[config.mk]
export PLATFORM = sky130hd
export DESIGN_NAME = bresenham_line_pixel_generator
export DESIGN_NICKNAME = d
export VERILOG_FILES = /design/src/rtl/core/blpg_pkg.sv /design/src/rtl/core/blpg_queue.sv /design/src/rtl/core/blpg_front.sv /design/src/rtl/core/blpg_back.sv /design/src/rtl/core/bresenham_line_pixel_generator.sv
export SDC_FILE = /design/constraint.sdc
export NUM_CORES = 1
export LEC_CHECK = 0
export ABC_AREA = 1
export BUFFER_PORTS_ARGS = -buffer_cell sky130_fd_sc_hd__buf_2
export CORE_ASPECT_RATIO = 0.6
export CORE_MARGIN = 2
export CORE_UTILIZATION = 50
export DETAILED_ROUTE_END_ITERATION = 8
export PLACE_DENSITY = 0.68
export SLEW_MARGIN = 30
export SYNTH_ARGS = -nofsm -noshare
export SYNTH_HDL_FRONTEND = slang
export SYNTH_HIERARCHICAL = 1
export SYNTH_SLANG_ARGS = --single-unit
[constraint.sdc]
create_clock -name clk -period 11.5 [get_ports clk]
set_input_delay 1.725 -clock clk [delete_from_list [all_inputs] [get_ports clk]]
set_output_delay 1.725 -clock clk [all_outputs]
set_load 0.01 [all_outputs]
[src/rtl/core/blpg_pkg.sv]
`timescale 1ns / 1ps

package blpg_pkg;

  localparam logic MODE_LOAD = 1'b0;
  localparam logic MODE_STEP = 1'b1;

  localparam logic [31:0] BASE_RESET = 32'hC800_0000;
  localparam int ROW_SHIFT = 10;
  localparam int COL_SHIFT = 1;

  localparam int CMD_DEPTH_DEFAULT = 2;
  localparam int PIX_DEPTH_DEFAULT = 2;

  typedef struct packed {
    logic        is_load;
    logic        steep;
    logic [8:0]  major_pos;
    logic [8:0]  major_end;
    logic [8:0]  minor_pos;
    logic [8:0]  delta_major;
    logic [8:0]  delta_minor;
    logic        minor_down;
    logic [10:0] err_init;
    logic [15:0] color;
  } cmd_t;

  typedef struct packed {
    logic [8:0]  x;
    logic [7:0]  y;
    logic [31:0] addr;
    logic [15:0] color;
    logic        last;
  } pix_t;

  typedef struct packed {
    logic cmd_pop;
    logic pix_push;
    logic active;
  } back_status_t;

endpackage

[src/rtl/core/blpg_queue.sv]
`timescale 1ns / 1ps

module blpg_queue #(
  parameter type T     = logic,
  parameter int  DEPTH = 2
) (
  input  logic clk,
  input  logic rst,
  input  logic push,
  input  T     push_data,
  output logic full,
  input  logic pop,
  output T     pop_data,
  output logic empty
);

  localparam int PW = (DEPTH > 1) ? $clog2(DEPTH) : 1;
  localparam int CW = $clog2(DEPTH + 1);

  T                slots [DEPTH];
  logic [PW-1:0]   wr_ptr;
  logic [PW-1:0]   rd_ptr;
  logic [CW-1:0]   count;
  logic            do_push;
  logic            do_pop;

  assign full     = (count == CW'(DEPTH));
  assign empty    = (count == '0);
  assign do_push  = push && !full;
  assign do_pop   = pop && !empty;
  assign pop_data = slots[rd_ptr];

  always_ff @(posedge clk) begin
    if (do_push) begin
      slots[wr_ptr] <= push_data;
    end
  end

  always_ff @(posedge clk) begin
    if (rst) begin
      wr_ptr <= '0;
      rd_ptr <= '0;
      count  <= '0;
    end else begin
      if (do_push) begin
        wr_ptr <= (wr_ptr == PW'(DEPTH - 1)) ? '0 : wr_ptr + 1'b1;
      end
      if (do_pop) begin
        rd_ptr <= (rd_ptr == PW'(DEPTH - 1)) ? '0 : rd_ptr + 1'b1;
      end
      unique case ({do_push, do_pop})
        2'b10:   count <= count + 1'b1;
        2'b01:   count <= count - 1'b1;
        default: count <= count;
      endcase
    end
  end

endmodule

[src/rtl/core/blpg_front.sv]
`timescale 1ns / 1ps

module blpg_front (
  input  logic            mode,
  input  logic [8:0]      x_start,
  input  logic [7:0]      y_start,
  input  logic [8:0]      x_end,
  input  logic [7:0]      y_end,
  input  logic [15:0]     pen_color,
  output blpg_pkg::cmd_t  cmd
);

  import blpg_pkg::*;

  logic [8:0] dx;
  logic [7:0] dy;
  logic       steep;
  logic [8:0] ma, na, mb, nb;
  logic [8:0] lo_major, hi_major, lo_minor, hi_minor;
  logic [8:0] dmaj;

  always_comb begin
    dx = (x_start > x_end) ? x_start - x_end : x_end - x_start;
    dy = (y_start > y_end) ? y_start - y_end : y_end - y_start;
    steep = {1'b0, dy} > dx;

    if (steep) begin
      ma = {1'b0, y_start};
      na = x_start;
      mb = {1'b0, y_end};
      nb = x_end;
    end else begin
      ma = x_start;
      na = {1'b0, y_start};
      mb = x_end;
      nb = {1'b0, y_end};
    end

    // walk the major axis upward
    if (ma > mb) begin
      lo_major = mb;
      hi_major = ma;
      lo_minor = nb;
      hi_minor = na;
    end else begin
      lo_major = ma;
      hi_major = mb;
      lo_minor = na;
      hi_minor = nb;
    end

    dmaj = hi_major - lo_major;

    cmd.is_load     = (mode == MODE_LOAD);
    cmd.steep       = steep;
    cmd.major_pos   = lo_major;
    cmd.major_end   = hi_major;
    cmd.minor_pos   = lo_minor;
    cmd.delta_major = dmaj;
    cmd.delta_minor = (lo_minor > hi_minor) ? lo_minor - hi_minor : hi_minor - lo_minor;
    cmd.minor_down  = !(lo_minor < hi_minor);
    cmd.err_init    = -{3'b000, dmaj[8:1]};
    cmd.color       = pen_color;
  end

endmodule

[src/rtl/core/blpg_back.sv]
`timescale 1ns / 1ps

module blpg_back (
  input  logic                   clk,
  input  logic                   rst,
  input  logic [31:0]            buffer_base,
  input  logic                   cmd_valid,
  input  blpg_pkg::cmd_t         cmd,
  input  logic                   pix_full,
  output blpg_pkg::pix_t         pix,
  output blpg_pkg::back_status_t status
);

  import blpg_pkg::*;

  logic        active;
  logic        steep;
  logic [8:0]  major_pos;
  logic [8:0]  major_end;
  logic [8:0]  minor_pos;
  logic [10:0] err_acc;
  logic [8:0]  delta_major;
  logic [8:0]  delta_minor;
  logic        minor_down;
  logic [15:0] draw_color;

  logic        cmd_pop;
  logic        emit;
  logic        last;
  logic [8:0]  px;
  logic [7:0]  py;
  logic [10:0] err_sum;
  logic        minor_move;
  logic [10:0] err_next;
  logic [31:0] offset;

  always_comb begin
    cmd_pop = cmd_valid && (cmd.is_load || !active || !pix_full);
    emit    = cmd_pop && !cmd.is_load && active;
    last    = (major_pos >= major_end);

    if (steep) begin
      px = minor_pos;
      py = major_pos[7:0];
    end else begin
      px = major_pos;
      py = minor_pos[7:0];
    end

    offset = (32'(py) << ROW_SHIFT) | (32'(px) << COL_SHIFT);

    err_sum    = err_acc + {2'b00, delta_minor};
    minor_move = !err_sum[10] && (delta_minor != '0);
    err_next   = minor_move ? err_sum - {2'b00, delta_major} : err_sum;

    pix.x     = px;
    pix.y     = py;
    pix.addr  = buffer_base + offset;
    pix.color = draw_color;
    pix.last  = last;

    status.cmd_pop  = cmd_pop;
    status.pix_push = emit;
    status.active   = active;
  end

  always_ff @(posedge clk) begin
    if (rst) begin
      active      <= 1'b0;
      steep       <= 1'b0;
      major_pos   <= '0;
      major_end   <= '0;
      minor_pos   <= '0;
      err_acc     <= '0;
      delta_major <= '0;
      delta_minor <= '0;
      minor_down  <= 1'b0;
      draw_color  <= '0;
    end else if (cmd_pop && cmd.is_load) begin
      active      <= 1'b1;
      steep       <= cmd.steep;
      major_pos   <= cmd.major_pos;
      major_end   <= cmd.major_end;
      minor_pos   <= cmd.minor_pos;
      err_acc     <= cmd.err_init;
      delta_major <= cmd.delta_major;
      delta_minor <= cmd.delta_minor;
      minor_down  <= cmd.minor_down;
      draw_color  <= cmd.color;
    end else if (emit) begin
      if (last) begin
        active <= 1'b0;
      end else begin
        err_acc   <= err_next;
        major_pos <= major_pos + 1'b1;
        if (minor_move) begin
          minor_pos <= minor_down ? minor_pos - 1'b1 : minor_pos + 1'b1;
        end
      end
    end
  end

endmodule

[src/rtl/core/bresenham_line_pixel_generator.sv]
`timescale 1ns / 1ps

// line rasterizer with queue-style channels on both sides
// input: drive mode and the endpoint/color fields with push; a beat is taken
//   when push is high and full is low. mode 0 loads a line (no pixel out,
//   any line in progress is dropped), mode 1 asks for the next pixel.
// output: while empty is low the oldest pixel sits on pixel_x, pixel_y,
//   pixel_address, pixel_color and last_pixel; pop with empty low takes it.
//   a step while no line is active yields nothing.
// cfg: buffer_base is written on any edge with cfg_write_en high; write it
//   only while no beats are in flight.
// a step beat is held in the command queue and its pixel in the pixel queue.
// throughput: one beat per cycle while full is low; the command queue and the
//   pixel queue (CMD_DEPTH, PIX_DEPTH) hold the work while either side stalls,
//   and the walker retires one command per cycle unless a step meets pix_full.
// a stalled receiver fills the pixel queue, then the command queue, then
//   full rises. reset empties both queues, leaves the walker idle and sets
//   buffer_base to 0xC8000000; there is no clearing pass.
module bresenham_line_pixel_generator #(
  parameter int CMD_DEPTH = blpg_pkg::CMD_DEPTH_DEFAULT,
  parameter int PIX_DEPTH = blpg_pkg::PIX_DEPTH_DEFAULT
) (
  input  logic        clk,
  input  logic        rst,
  input  logic        push,
  output logic        full,
  input  logic        mode,
  input  logic [8:0]  x_start,
  input  logic [7:0]  y_start,
  input  logic [8:0]  x_end,
  input  logic [7:0]  y_end,
  input  logic [15:0] pen_color,
  output logic        empty,
  input  logic        pop,
  output logic [8:0]  pixel_x,
  output logic [7:0]  pixel_y,
  output logic [31:0] pixel_address,
  output logic [15:0] pixel_color,
  output logic        last_pixel,
  input  logic        cfg_write_en,
  input  logic [31:0] cfg_write_data
);

  import blpg_pkg::*;

  logic         [31:0] buffer_base;
  cmd_t                front_cmd;
  cmd_t                cmd_head;
  logic                cmd_empty;
  logic                pix_full;
  pix_t                back_pix;
  pix_t                pix_head;
  back_status_t        back_stat;

  always_ff @(posedge clk) begin
    if (rst) begin
      buffer_base <= BASE_RESET;
    end else if (cfg_write_en) begin
      buffer_base <= cfg_write_data;
    end
  end

  blpg_front u_front (
    .mode      (mode),
    .x_start   (x_start),
    .y_start   (y_start),
    .x_end     (x_end),
    .y_end     (y_end),
    .pen_color (pen_color),
    .cmd       (front_cmd)
  );

  blpg_queue #(
    .T     (cmd_t),
    .DEPTH (CMD_DEPTH)
  ) u_cmd_queue (
    .clk       (clk),
    .rst       (rst),
    .push      (push),
    .push_data (front_cmd),
    .full      (full),
    .pop       (back_stat.cmd_pop),
    .pop_data  (cmd_head),
    .empty     (cmd_empty)
  );

  blpg_back u_back (
    .clk         (clk),
    .rst         (rst),
    .buffer_base (buffer_base),
    .cmd_valid   (!cmd_empty),
    .cmd         (cmd_head),
    .pix_full    (pix_full),
    .pix         (back_pix),
    .status      (back_stat)
  );

  blpg_queue #(
    .T     (pix_t),
    .DEPTH (PIX_DEPTH)
  ) u_pix_queue (
    .clk       (clk),
    .rst       (rst),
    .push      (back_stat.pix_push),
    .push_data (back_pix),
    .full      (pix_full),
    .pop       (pop),
    .pop_data  (pix_head),
    .empty     (empty)
  );

  assign pixel_x       = pix_head.x;
  assign pixel_y       = pix_head.y;
  assign pixel_address = pix_head.addr;
  assign pixel_color   = pix_head.color;
  assign last_pixel    = pix_head.last;

`ifndef SYNTHESIS
  a_no_pix_overflow: assert property (@(posedge clk) disable iff (rst)
    back_stat.pix_push |-> !pix_full)
    else $error("pixel pushed into a full queue");

  a_push_needs_line: assert property (@(posedge clk) disable iff (rst)
    back_stat.pix_push |-> back_stat.active)
    else $error("pixel emitted with no active line");

  a_idle_after_last: assert property (@(posedge clk) disable iff (rst)
    $fell(back_stat.active) |-> $past(back_stat.pix_push && back_pix.last))
    else $error("walker went idle without a last pixel");
`endif

endmodule

==> load_flow_metrics.sql, run 1 <==
INSERT INTO impl_metrics (metric_group, metric, value, unit) VALUES
('setup_path', 'endpoint_kind', 'flop', ''),
('setup_path', 'arrival', '10.05', 'ns'),
('floorplanning', 'die_h', '169', 'um'),
('pwr', 'total_leakage_power', '10.9', 'nW'),
('floorplanning', 'fp.dieW', '280', 'um'),
('run', 'cap_viol_max_count', '0', ''),
('worst_hold_path', 'worstHoldPathType', 'reg2reg', ''),
('synth', 'warning_count_from_the_yosys_run', '6', ''),
('pwr', 'power.density_cell_area', '307', 'nW/um^2'),
('setup_path', 'worst_setup_path_startpoint', 'x_start[2]', ''),
('grt', 'grt_first_pass_wirelength', '86800', 'um'),
('routing', 'route.detailed.vias_per_inst', '5.39', ''),
('synth', 'netlist_area', '22800', 'sq um'),
('floorplanning', 'core-area', '44900', 'sq um'),
('floorplanning', 'initial_utilization', '50.8', '%'),
('clock_tree', 'clock_sinks', '399', ''),
('timing', 'setup-violations-final', '0', ''),
('clock_tree', 'clock_tree.htree_level_count', '2', ''),
('grt', 'globalRoute.totalOverflow', '0', ''),
('floorplanning', 'placement_rows', '60', ''),
('setup_path', 'worst_ep_required_time', '11.76', 'ns'),
('clock_tree', 'post_cts.repair.setup_buffers', '0', ''),
('timing', 'max_freq', '102', 'MHz'),
('clock_tree', 'clock_path_buffers', '3', ''),
('routing', 'postRouteAntennaNets', '0', ''),
('setup_path', 'critical_path_class', 'in2reg', ''),
('pwr', 'power.net_switching', '3.38', 'mW'),
('setup_path', 'crit-reg2reg-launch', 'u_back/steep', ''),
('grt', 'antenna_violations_before_repair', '2', ''),
('setup_path', 'critPathSlowestCell', 'o21ai_0', ''),
('floorplanning', 'ios', '156', ''),
('cells_and_area', 'finalNetCount', '2723', ''),
('pwr', 'power.share.switching', '44.2', '%'),
('timing', 'finalClockSkew', '0.0297', 'ns'),
('setup_path', 'timing.critical_path.fanout_max', '65', ''),
('timing', 'final.setup.tns', '0', 'ns'),
('pwr', 'p_int', '4.26', 'mW'),
('synth', 'syn-instance-count', '2397', ''),
('timing', 'post-route-period-util', '85.2', '%'),
('floorplanning', 'dieArea', '47400', 'sq um'),
('place', 'globalplace.congestion', '1.01', ''),
('setup_path', 'timing.critical_path.mode_cell', 'nand2_1', ''),
('setup_path', 'worst_r2r_path_depth', '14', ''),
('clock_tree', 'cts_hold_repair.buffers', '0', ''),
('routing', 'remaining_drc_errors', '0', ''),
('cells_and_area', 'post_route_cells_drive_above_1_share', '18.1', '%'),
('cells_and_area', 'filler_cell_count', '3911', ''),
('synth', 'mappedNetlistNets', '2616', ''),
('setup_path', 'r2r_end', 'u_pix_queue/slots[1][46]', ''),
('setup_path', 'timing.critical_path.slowest_cell_delay', '0.57', 'ns'),
('cells_and_area', 'area.growth.synth_to_final', '9.25', '%'),
('synth', 'syn-mean-instance-area', '9.51', 'sq um'),
('grt', 'first_global_vias', '15816', ''),
('clock_tree', 'worst_skew_pair.late_latency', '0.54', 'ns'),
('place', 'portBuffers', '155', ''),
('clock_tree', 'clock_tree_from_tritoncts', 'yes', ''),
('run_status', 'status', 'completed', ''),
('clock_tree', 'postCtsResizedCells', '0', ''),
('cells_and_area', 'share_of_the_core_filled_with_cells', '55.5', '%'),
('timing', 'max-slew-margin-rel', '35.4', '%'),
('clock_tree', 'clkTransAtPathRegs', '0.07', 'ns'),
('timing', 'timing.final.crit_period', '9.80', 'ns'),
('routing', 'num_vias', '16840', ''),
('timing', 'slew_viol_final', '0', ''),
('timing', 'max_slew.worst_pin.slew', '0.970', 'ns'),
('place', 'detailedPlacementHpwl', '41700', 'um'),
('timing', 'grt_setup_unrepaired', 'false', ''),
('timing', 'timing_hold_violations_final', '0', ''),
('grt', 'global_route.usage.total', '23.3', '%'),
('routing', 'drt_pass1_iterations', '5', ''),
('setup_path', 'critPathLaunchType', 'input port', ''),
('setup_path', 'cp-endpoint', 'u_cmd_queue/slots[1][33]', ''),
('setup_path', 'rrSetupSlack', '7.84', 'ns'),
('routing', 'detailed_router_s_first_iteration_violation_count', '1528', ''),
('clock_tree', 'cts_made_buffers', '36', ''),
('pwr', 'clock_power_share', '15.2', '%'),
('pwr', 'ir_drop', '0.151', 'mV'),
('routing', 'routedWlPerCell', '17.8', 'um'),
('grt', 'grt_max_degree', '83', ''),
('clock_tree', 'clock-root-buffer', 'clkbuf_16', ''),
('pwr', 'proportion_of_power_drawn_by_combinational_gates', '54.0', '%'),
('routing', 'wl', '55600', 'um'),
('pwr', 'power_frac_seq', '30.8', '%');
through the flow:
stage | cell area [sq um] | hold WS (ns) | power (mW) | worst slack (ns) | cells
2_1_floorplan | 22800 | 0.426 | 5.44 | 2.47 | 2397
3_3_place_gp | 23700 | 0.431 | 6.33 | 1.34 | 3054
3_5_place_dp | 23700 | 0.439 | 6.44 | 1.07 | 3054
4_1_cts | 24900 | 0.459 | 7.62 | 1.60 | 3120
5_1_grt | 24900 | 0.477 | 8.22 | 0.925 | 3121
6_report | 24900 | 0.457 | 7.64 | 1.70 | 3122
worst min-delay path by stage:
stage / startpoint / depth (start not counted) / slack (ns) / endpoint
after floorplan: u_back/draw_color[9] / 0 / 0.43 / u_pix_queue/slots[0][10]
after global placement: u_back/draw_color[10] / 0 / 0.43 / u_pix_queue/slots[0][11]
after detailed placement: u_back/draw_color[10] / 0 / 0.44 / u_pix_queue/slots[0][11]
after CTS: u_back/draw_color[11] / 0 / 0.46 / u_pix_queue/slots[1][12]
after global routing: u_back/draw_color[2] / 0 / 0.48 / u_pix_queue/slots[0][3]
final: u_back/draw_color[11] / 0 / 0.46 / u_pix_queue/slots[1][12]
final cells by class:
class	instances	area, sq um	share of cell area [%]
repair buffers	167	892	3.58
inverters	291	1100	4.42
well taps	589	737	2.96
clock inverters	12	67.6	0.271
diodes	1	2.50	0.0101
clock buffers	54	1050	4.22
flip-flops and latches	399	10800	43.5
multi-input cells	1609	10200	41.1
per-layer routing:
layer,vias to the layer above,track usage (%),wire length [um]
met1,8043,36.8,28100
met4,2,2.86,473
li1,8200,-,-
met2,547,33.0,22500
met5,-,0,10
met3,48,5.45,4620
registers in the layout (all words and copies together) (netlist names), named ones only:
register	flops
u_cmd_queue/slots	150
u_pix_queue/slots	132
buffer_base	32
u_back/draw_color	16
u_back/err_acc	11
u_back/delta_major	9
u_back/delta_minor	9
u_back/major_end	9
u_back/major_pos	9
u_back/minor_pos	9
u_cmd_queue/count	2
u_pix_queue/count	2
u_back/active	1
u_back/minor_down	1
u_back/steep	1
u_cmd_queue/rd_ptr	1
u_cmd_queue/wr_ptr	1
u_pix_queue/rd_ptr	1
u_pix_queue/wr_ptr	1
power groups by stage:
stage          Combinational, mW  Clock, mW  Sequential (mW)
4_1_cts                     4.08       1.18             2.35
5_1_grt                     4.58       1.25             2.39
3_5_place_dp                4.06          0             2.38
3_3_place_gp                3.97          0             2.37
2_1_floorplan               3.13          0             2.31
6_report                    4.12       1.16             2.35
worst max-delay path, delay by kind of cell:
family,cells,cell delay (ns)
simple gates,17,2.45
compound gates,15,3.11
xor+xnor,2,0.52
fa+ha+maj,4,1.41
buf+inv,7,0.80
placed cells by master, fill, tap and decap left out, types with 6 or more instances in the layout:
| cell | instances |
|---|---|
| nand2_1 | 526 |
| nor2_2 | 15 |
| clkinv_2 | 7 |
| clkbuf_16 | 38 |
| nand3_1 | 94 |
| nand4_1 | 24 |
| clkbuf_1 | 12 |
| inv_2 | 13 |
| nand2_4 | 6 |
| nand2_2 | 29 |
| mux2_4 | 90 |
| edfxtp_1 | 282 |
| mux2i_1 | 7 |
| buf_4 | 11 |
| inv_1 | 275 |
| a21o_1 | 6 |
| nor2_4 | 7 |
| o21bai_1 | 7 |
| buf_2 | 154 |
| nor2_1 | 173 |
| o211ai_1 | 6 |
| xor2_1 | 42 |
| o21ai_1 | 18 |
| nor3_1 | 9 |
| xnor2_1 | 33 |
| ha_1 | 121 |
| o21ai_0 | 131 |
| fa_1 | 10 |
| mux2_2 | 51 |
| dfxtp_1 | 115 |
| a21oi_1 | 152 |
No activity file was read; power rests on OpenSTA's default activity.
==> inputs of run 2 (changes only) <==
- ABC_AREA: 1 -> default
==> run 2 against run 1 <==
  * Sequential share of layout area rose by 0.073 points
  * Global-route usage grew 1.6 points
  * Synthesized cell count down 15%
  * First-iteration DRC count is 4.0% higher
  * Synthesized area fell by 2.8%
  * Highest routed layer is now met4
==> load_flow_metrics.sql, run 2 <==
INSERT INTO impl_metrics (metric_group, metric, value, unit) VALUES
('pwr', 'power.density_cell_area', '310', 'nW/um^2'),
('place', 'detailedPlacementHpwl', '42400', 'um'),
('pwr', 'total_leakage_power', '9.90', 'nW'),
('synth', 'warning_count_from_the_yosys_run', '6', ''),
('timing', 'max_freq', '90.3', 'MHz'),
('timing', 'post-route-period-util', '96.3', '%'),
('setup_path', 'arrival', '11.35', 'ns'),
('routing', 'detailed_router_s_first_iteration_violation_count', '1589', ''),
('timing', 'final.setup.tns', '0', 'ns'),
('routing', 'dr_wl_met2', '23300', 'um'),
('timing', 'max_slew.worst_pin.slew', '0.935', 'ns'),
('timing', 'finalClockSkew', '0.0145', 'ns'),
('cells_and_area', 'post_route_cells_drive_above_1_share', '22.1', '%'),
('place', 'placed_cells', '2728', ''),
('setup_path', 'critPathLaunchType', 'input port', ''),
('setup_path', 'timing.critical_path.mode_cell', 'a21oi_1', ''),
('routing', 'route.detailed.vias_per_inst', '5.74', ''),
('setup_path', 'critPathTopFamily', 'compound AO/OA/AOI/OAI gates', ''),
('setup_path', 'worst_r2r_path_depth', '11', ''),
('place', 'portBuffers', '155', ''),
('floorplanning', 'fp.dieW', '276', 'um'),
('setup_path', 'timing.critical_path.slowest_cell_delay', '0.46', 'ns'),
('clock_tree', 'worst_skew_pair.late_latency', '0.53', 'ns'),
('cells_and_area', 'max_flop_register', 'u_cmd_queue/slots', ''),
('synth', 'netlist_area', '22100', 'sq um'),
('routing', 'met1Wirelength', '28500', 'um'),
('setup_path', 'critPathBufInv', '8', ''),
('setup_path', 'worst_ep_required_time', '11.77', 'ns'),
('timing', 'timing_hold_violations_final', '0', ''),
('cells_and_area', 'final_common_cell', 'edfxtp_1', ''),
('worst_hold_path', 'holdPathStages', '0', ''),
('setup_path', 'critPathSlowestCell', 'nor3_1', ''),
('run_status', 'status', 'completed', ''),
('clock_tree', 'clock_sinks', '399', ''),
('clock_tree', 'clock-root-buffer', 'clkbuf_16', ''),
('cells_and_area', 'finalNonFillerCells', '2800', ''),
('floorplanning', 'ios', '156', ''),
('routing', 'wl', '57700', 'um'),
('setup_path', 'critical_path_class', 'in2reg', ''),
('timing', 'max-slew-margin-rel', '37.4', '%'),
('routing', 'top_layer', 'met4', ''),
('cells_and_area', 'area_of_combinational_cells_with_multiple_inputs', '10400', 'sq um'),
('synth', 'syn-mean-instance-area', '10.9', 'sq um'),
('floorplanning', 'core-area', '43500', 'sq um'),
('setup_path', 'endpoint_kind', 'flop', ''),
('routing', 'num_vias', '16081', ''),
('cells_and_area', 'area.growth.synth_to_final', '12.2', '%'),
('clock_tree', 'clock_path_buffers', '3', ''),
('floorplanning', 'dieArea', '46000', 'sq um'),
('routing', 'postRouteAntennaNets', '0', ''),
('cells_and_area', 'ff_latch_area', '10800', 'sq um'),
('cells_and_area', 'finalNetCount', '2414', ''),
('synth', 'syn-instance-count', '2040', ''),
('pwr', 'ir_drop', '0.227', 'mV'),
('grt', 'antenna_violations_before_repair', '0', ''),
('clock_tree', 'clock_tree.htree_level_count', '2', ''),
('cells_and_area', 'largestRegisters', 'u_cmd_queue/slots: 150 flops, u_pix_queue/slots: 132 flops, buffer_base: 32 flops', ''),
('floorplanning', 'initial_utilization', '50.9', '%'),
('grt', 'global_route.usage.total', '24.9', '%'),
('cells_and_area', 'diodes', '0', ''),
('clock_tree', 'clkTransAtPathRegs', '0.06', 'ns'),
('cells_and_area', 'share_of_the_core_filled_with_cells', '57.1', '%'),
('floorplanning', 'die_h', '167', 'um'),
('cells_and_area', 'filler_cell_count', '3677', ''),
('place', 'globalplace.congestion', '1.05', ''),
('routing', 'wl_met3', '5360', 'um'),
('setup_path', 'timing.critical_path.fanout_max', '20', ''),
('routing', 'routedWlPerCell', '20.6', 'um'),
('cells_and_area', 'commonest_non_fill_non_tap_cells_in_the_layout', 'edfxtp_1 (282), nand2_1 (192), mux2_2 (160), a21oi_1 (160), nor2_1 (156)', ''),
('grt', 'globalRoute.totalOverflow', '0', ''),
('timing', 'timing.final.crit_period', '11.08', 'ns'),
('routing', 'remaining_drc_errors', '0', ''),
('setup_path', 'critical_path_cell_count', '49', ''),
('grt', 'grt_first_pass_wirelength', '89000', 'um'),
('grt', 'grt_max_degree', '72', ''),
('routing', 'drt_pass1_iterations', '5', ''),
('timing', 'slew_viol_final', '0', ''),
('run', 'cap_viol_max_count', '0', ''),
('synth', 'mappedNetlistNets', '2259', ''),
('worst_hold_path', 'worstHoldPathType', 'reg2reg', ''),
('timing', 'setup-violations-final', '0', ''),
('clock_tree', 'clock_tree_from_tritoncts', 'yes', ''),
('clock_tree', 'cts_made_buffers', '36', ''),
('cells_and_area', 'largest_reg_flops', '150', ''),
('pwr', 'p_total', '7.70', 'mW'),
('timing', 'hold_slack', '0.454', 'ns'),
('grt', 'first_global_vias', '15443', ''),
('floorplanning', 'placement_rows', '59', ''),
('clock_tree', 'cts_hold_repair.buffers', '0', '');
==> run 2: cell type report <==
type                       instances  share of cell area, %
clock inverter                    13                  0.408
multi-input combinational       1405                   41.7
timing repair buffer             221                   5.37
tap                              579                   2.92
sequential                       399                   43.5
clock buffer                      51                   4.06
inverter                         132                   2.00
==> run 2: path summary, 6_finish.rpt <==
kind | start | endpoint | slack (ns)
max | y_start[0] | u_cmd_queue/slots[0][36] | 0.42
min | u_back/draw_color[4] | u_pix_queue/slots[0][5] | 0.45
max reg2reg | u_back/steep | u_pix_queue/slots[0][48] | 7.49
min reg2reg | u_back/draw_color[4] | u_pix_queue/slots[0][5] | 0.45
==> run 2: layer usage <==
layer	track usage (%)	up-vias
li1	-	7634
met1	39.4	7853
met2	34.0	548
met3	7.31	46
met4	3.41	0
met5	0	-
==> run 2: what timing repair did <==
action                                  in CTS  in global routing
endpoints found under the setup margin       0                 16
gates resized for setup                      0                 20
buffers inserted                             0                  5
==> run 2: power by group <==
group	switching [mW]	internal (mW)
clock	0.513	0.639
sequential	0.175	2.18
combinational	2.48	1.72
total	3.17	4.53
==> run 2: stage by stage <==
| stage | setup slack (ns) | instance area (sq um) |
|---|---|---|
| floorplan | 0.0265 | 22200 |
| global placement | 0.137 | 23500 |
| detailed placement | -0.260 | 23500 |
| CTS | 0.260 | 24600 |
| global route | -0.0607 | 24800 |
| finish | 0.420 | 24800 |
